**src/design/isw_pkg.sv**
```systemverilog
// Shared types, constants and register codes for the inverse similarity warp address core.
package isw_pkg;

    // Field widths of the pixel words.
    localparam int unsigned COORD_W = 12;

    // Configuration register widths.
    localparam int unsigned COEF_W  = 24;
    localparam int unsigned TRANS_W = 29;
    localparam int unsigned ORIG_W  = 21;
    localparam int unsigned DIM_W   = 13;

    // Configuration port geometry.
    localparam int unsigned CFG_DATA_W  = 29;
    localparam int unsigned CFG_INDEX_W = 3;

    // Largest source dimension; larger programmed sizes are clamped to it.
    localparam int unsigned MAX_DIM = 4096;
    localparam logic [DIM_W-1:0] MAX_DIM_V = DIM_W'(MAX_DIM);

    // Datapath widths.
    localparam int unsigned POS_W  = 22;   // centered integer coordinate
    localparam int unsigned OFS_W  = 31;   // Q.8 offset from translation
    localparam int unsigned PROD_W = 55;   // Q.24 product
    localparam int unsigned SUM_W  = 56;   // sum of two products
    localparam int unsigned FRAC_W = 24;   // fractional bits of the sum
    localparam int unsigned UV_W   = 32;   // integer part of the sum
    localparam int unsigned HALF_W = 34;   // source position in half units

    // Reset values of the configuration registers.
    localparam logic signed [COEF_W-1:0]  COEF_COS_RST = COEF_W'(65536);
    localparam logic signed [COEF_W-1:0]  COEF_SIN_RST = '0;
    localparam logic signed [TRANS_W-1:0] TRANS_RST    = '0;
    localparam logic signed [ORIG_W-1:0]  ORIG_RST     = '0;
    localparam logic [DIM_W-1:0]          WIDTH_RST    = DIM_W'(640);
    localparam logic [DIM_W-1:0]          HEIGHT_RST   = DIM_W'(480);

    // Configuration register indexes.
    typedef enum logic [CFG_INDEX_W-1:0] {
        REG_COEF_COS   = 3'd0,
        REG_COEF_SIN   = 3'd1,
        REG_TRANS_X    = 3'd2,
        REG_TRANS_Y    = 3'd3,
        REG_ORIGIN_X   = 3'd4,
        REG_TOP_Y      = 3'd5,
        REG_SRC_WIDTH  = 3'd6,
        REG_SRC_HEIGHT = 3'd7
    } cfg_reg_t;

    // Current transform settings as seen by the datapath.
    typedef struct packed {
        logic signed [COEF_W-1:0]  coef_cos;
        logic signed [COEF_W-1:0]  coef_sin;
        logic signed [TRANS_W-1:0] trans_x;
        logic signed [TRANS_W-1:0] trans_y;
        logic signed [ORIG_W-1:0]  origin_x;
        logic signed [ORIG_W-1:0]  top_y;
        logic [DIM_W-1:0]          width_eff;
        logic [DIM_W-1:0]          height_eff;
    } cfg_t;

endpackage

```
**src/design/isw_cfg_regs.sv**
```systemverilog
// Configuration register file with source size clamping.
module isw_cfg_regs
(
    input  logic                               clk,
    input  logic                               rst_n,
    input  logic                               cfg_we,
    input  logic [isw_pkg::CFG_INDEX_W-1:0]    cfg_index,
    input  logic [isw_pkg::CFG_DATA_W-1:0]     cfg_data,
    output isw_pkg::cfg_t                      cfg
);

    logic signed [isw_pkg::COEF_W-1:0]  coef_cos_reg;
    logic signed [isw_pkg::COEF_W-1:0]  coef_sin_reg;
    logic signed [isw_pkg::TRANS_W-1:0] trans_x_reg;
    logic signed [isw_pkg::TRANS_W-1:0] trans_y_reg;
    logic signed [isw_pkg::ORIG_W-1:0]  origin_x_reg;
    logic signed [isw_pkg::ORIG_W-1:0]  top_y_reg;
    logic [isw_pkg::DIM_W-1:0]          width_reg;
    logic [isw_pkg::DIM_W-1:0]          height_reg;

    // Register writes decoded by index.
    always_ff @(posedge clk or negedge rst_n)
    begin
        if (!rst_n)
        begin
            coef_cos_reg <= isw_pkg::COEF_COS_RST;
            coef_sin_reg <= isw_pkg::COEF_SIN_RST;
            trans_x_reg  <= isw_pkg::TRANS_RST;
            trans_y_reg  <= isw_pkg::TRANS_RST;
            origin_x_reg <= isw_pkg::ORIG_RST;
            top_y_reg    <= isw_pkg::ORIG_RST;
            width_reg    <= isw_pkg::WIDTH_RST;
            height_reg   <= isw_pkg::HEIGHT_RST;
        end
        else if (cfg_we)
        begin
            unique case (isw_pkg::cfg_reg_t'(cfg_index))
                isw_pkg::REG_COEF_COS:   coef_cos_reg <= cfg_data[isw_pkg::COEF_W-1:0];
                isw_pkg::REG_COEF_SIN:   coef_sin_reg <= cfg_data[isw_pkg::COEF_W-1:0];
                isw_pkg::REG_TRANS_X:    trans_x_reg  <= cfg_data[isw_pkg::TRANS_W-1:0];
                isw_pkg::REG_TRANS_Y:    trans_y_reg  <= cfg_data[isw_pkg::TRANS_W-1:0];
                isw_pkg::REG_ORIGIN_X:   origin_x_reg <= cfg_data[isw_pkg::ORIG_W-1:0];
                isw_pkg::REG_TOP_Y:      top_y_reg    <= cfg_data[isw_pkg::ORIG_W-1:0];
                isw_pkg::REG_SRC_WIDTH:  width_reg    <= cfg_data[isw_pkg::DIM_W-1:0];
                isw_pkg::REG_SRC_HEIGHT: height_reg   <= cfg_data[isw_pkg::DIM_W-1:0];
                default: ;
            endcase
        end
    end

    // Settings handed to the datapath; oversized source dimensions are clamped.
    always_comb
    begin
        cfg.coef_cos   = coef_cos_reg;
        cfg.coef_sin   = coef_sin_reg;
        cfg.trans_x    = trans_x_reg;
        cfg.trans_y    = trans_y_reg;
        cfg.origin_x   = origin_x_reg;
        cfg.top_y      = top_y_reg;
        cfg.width_eff  = (width_reg > isw_pkg::MAX_DIM_V) ? isw_pkg::MAX_DIM_V : width_reg;
        cfg.height_eff = (height_reg > isw_pkg::MAX_DIM_V) ? isw_pkg::MAX_DIM_V : height_reg;
    end

endmodule

```
**config.mk**
```make
export PLATFORM = sky130hd
export DESIGN_NAME = isw_cfg_regs
export DESIGN_NICKNAME = d
export VERILOG_FILES = /design/src/design/isw_pkg.sv /design/src/design/isw_cfg_regs.sv
export SDC_FILE = /design/constraint.sdc
export NUM_CORES = 1
export LEC_CHECK = 0
export BUFFER_PORTS_ARGS = -buffer_cell sky130_fd_sc_hd__buf_2
export CAP_MARGIN = 25
export CORE_ASPECT_RATIO = 0.5
export CORE_UTILIZATION = 40
export DETAILED_ROUTE_END_ITERATION = 8
export PLACE_DENSITY = 0.73
export SLEW_MARGIN = 20
export SYNTH_ARGS = -nofsm -noshare
export SYNTH_HDL_FRONTEND = slang
export SYNTH_SLANG_ARGS = --single-unit
```
**constraint.sdc**
```tcl
create_clock -name clk -period 1.2 [get_ports clk]
set_input_delay 0.18 -clock clk [delete_from_list [all_inputs] [get_ports clk]]
set_output_delay 0.18 -clock clk [all_outputs]
set_load 0.005 [all_outputs]
```
==> out/qor.yml <==
status:
  run_status: "finished with violations"
  failing_checks: "negative setup slack"
min_path:
  timing.hold.worst_endpoint: "coef_cos_reg[23]"
  min_from: "cfg_data[23]"
  worst_hold_path.num_cells: 2
  worstHoldPathType: "input pin to flop"
power_and_ir_drop:
  power.leakage_uw: 0.00430
  share_comb_of_total_power_pct: 22.6
  ir_drop_mv: 1.06
  power.density_nw_per_um2: 1850
  totalPowerFinal_uw: 16700
  pwr-share-seq_pct: 46.8
  internal_power_uw: 12200
  power.switching_fraction_pct: 27.0
  clock_share_of_power_pct: 30.6
  power_switching_uw: 4510
global_route:
  grt_start_max_net_pins: 37
  overflow: 0
  grt_pass1_vias: 4404
  groute.usage.overall_pct: 19.3
  antenna_found_initial: 1
  grt_first_pass_wirelength_um: 24600
cts:
  root_buffer_cell: "clkbuf_16"
  worst_setup_hold_path_clk_slew_ns: 0.07
  maximum_clock_path_buffer_count: 2
  cts_sink_cnt: 174
  clk-insertion-delay-late_ns: 0.41
  cts_tree: "built"
  numCtsBuffers: 17
  htreeDepth: 4
drt:
  post_drt_wl_per_cell_um: 17.9
  highest-signal-layer: "met4"
  met2WireLength_um: 8170
  detail-route-antenna-nets: 0
  drc_errors: 0
  detailedRoute.firstIterationViolations: 121
  detailedRoute.firstPassIterationCount: 4
  vias: 4154
  met3_length_um: 523
  detail_route.wirelength_um: 15800
  vias_per_cell: 4.70
  m1WireLength_um: 6860
die:
  initial_core_util_pct: 40.9
  io-pin-count: 209
  die_w_um: 185
  floorplan.rows: 33
  floorplan.die.height_um: 93.6
  floorplan.core_area_sq_um: 16400
  die_area_sq_um: 17300
critical_path:
  timing.rr.start: "width_reg[12]"
  crit-reg2reg-capture: "width_reg[12]"
  critPathLaunchType: "flop"
  cp.required_ns: 1.02
  worstPathMaxFanout: 7
  reg2reg_depth: 2
  register_to_register_setup_slack_ns: 0.22
  critical_path_arrival_ns: 1.26
  worstSetupPathType: "flop to output port"
  crit_path_end_kind: "output port"
synthesis:
  yosys_register_bits: 174
  yosys.cell_types.count: 13
  synth_cells: 401
  syn-mean-instance-area_sq_um: 16.7
  syn-cell-area_sq_um: 6710
  synth-warning-count: 0
  syn-num-nets: 436
  synth_seq_area_share_pct: 65.1
final_layout:
  design.final.nets: 678
  final_cell_mix: "201 x buf_2, 173 x mux2_2, 165 x dfrtp_1"
  areaGrowthSynthToFinish_pct: 35.1
  layout-drive-gt1-share_pct: 71.3
  fin_util_pct: 55.3
  layout_commonest_cell: "buf_2"
timing:
  hold_violations: 0
  worst-slew-pin-transition_ns: 0.428
  finClkSkew_ns: 0
  final.min_clock_period_ns: 1.44
  postLayoutSetupSlackWorst_ns: -0.236
  pins_over_their_slew_limit: 0
  fin_hold_ws_ns: 0.0368
  setup_repair_after_global_routing_missed_its_margin: "true"
  setup_viol: 27
  fin_setup_tns_ns: -5.10
  final_min_period_over_clock_period_pct: 120
  max_freq_mhz: 696
  maxSlewHeadroom_pct: 71.5
flow_run:
  maxCapViolCount: 0
placement:
  routabilityCongestion: 0.745
  placement.setup.worst_slack_ns: -0.192
  port_buffers: 208
  post-dp-hpwl_um: 11000
-- layout make-up --
type	instances	area [sq um]
Antenna cell	1	2.50
Clock buffer	20	447
Clock inverter	12	100
Fill cell	1355	7330
Multi-Input combinational cell	206	2300
Sequential cell	174	4370
Tap cell	227	284
Timing Repair Buffer	244	1560
-- worst max-delay path by stage --
stage,cells past startpoint,to,from
2_1_floorplan,3,coef_cos_reg[10],cfg_index[2]
3_3_place_gp,4,coef_cos_reg[3],cfg_index[2]
3_5_place_dp,4,coef_cos_reg[14],cfg_index[2]
4_1_cts,3,cfg[11],height_reg[12]
5_1_grt,3,cfg[13],width_reg[12]
6_report,3,cfg[11],height_reg[12]
-- cells in the mapped netlist (all sizes together) --
library cell,instances,area [sq um]
nand4,1,6.26
mux2,174,1960
dfrtp,167,4180
nand4b,3,26.3
dfstp,7,184
nor4b,1,23.8
buf,17,124
nor2b,24,150
clkbuf,4,15.0
and4bb,3,37.5
-- kinds of logic after synthesis --
logic type	Yosys count	synth area share, %
mux	174	29.2
flops	174	65.1
simple gates	32	3.64
buf+inv	21	2.07
-- metrics by stage --
step,cells,cell area [sq um]
final,884,9060
after global routing,884,9060
after CTS,882,8930
after detailed placement,838,8230
after global placement,838,8230
after floorplan,401,6710
-- layer usage --
layer	GRT usage, %	vias up
met5	0	-
met4	6.34	0
met3	4.56	17
met2	33.1	83
met1	24.0	2159
li1	-	1895
-- power by group through the flow --
stage / Sequential, uW / Combinational (uW) / Clock, uW
4_1_cts: 7820 / 3660 / 5250
6_report: 7830 / 3780 / 5110
3_5_place_dp: 7960 / 3460 / 0
2_1_floorplan: 7970 / 1430 / 0
3_3_place_gp: 7900 / 3380 / 0
5_1_grt: 8000 / 4130 / 5500
-- timing repair --
action | CTS | global route
buffers inserted | 6 | 1
hold buffers | 6 | 0
endpoints found under the hold margin | 44 | 0
resized for setup | 15 | 25
gates cloned | 0 | 0
endpoints found under the setup margin | 27 | 27
-- worst max-delay path, stage by stage (launching register included) --
cell,delay [ns]
dfrtp_2,0.45
buf_6,0.16
nor2b_1,0.11
buf_2,0.13
Power figures use the tool's default switching activity.
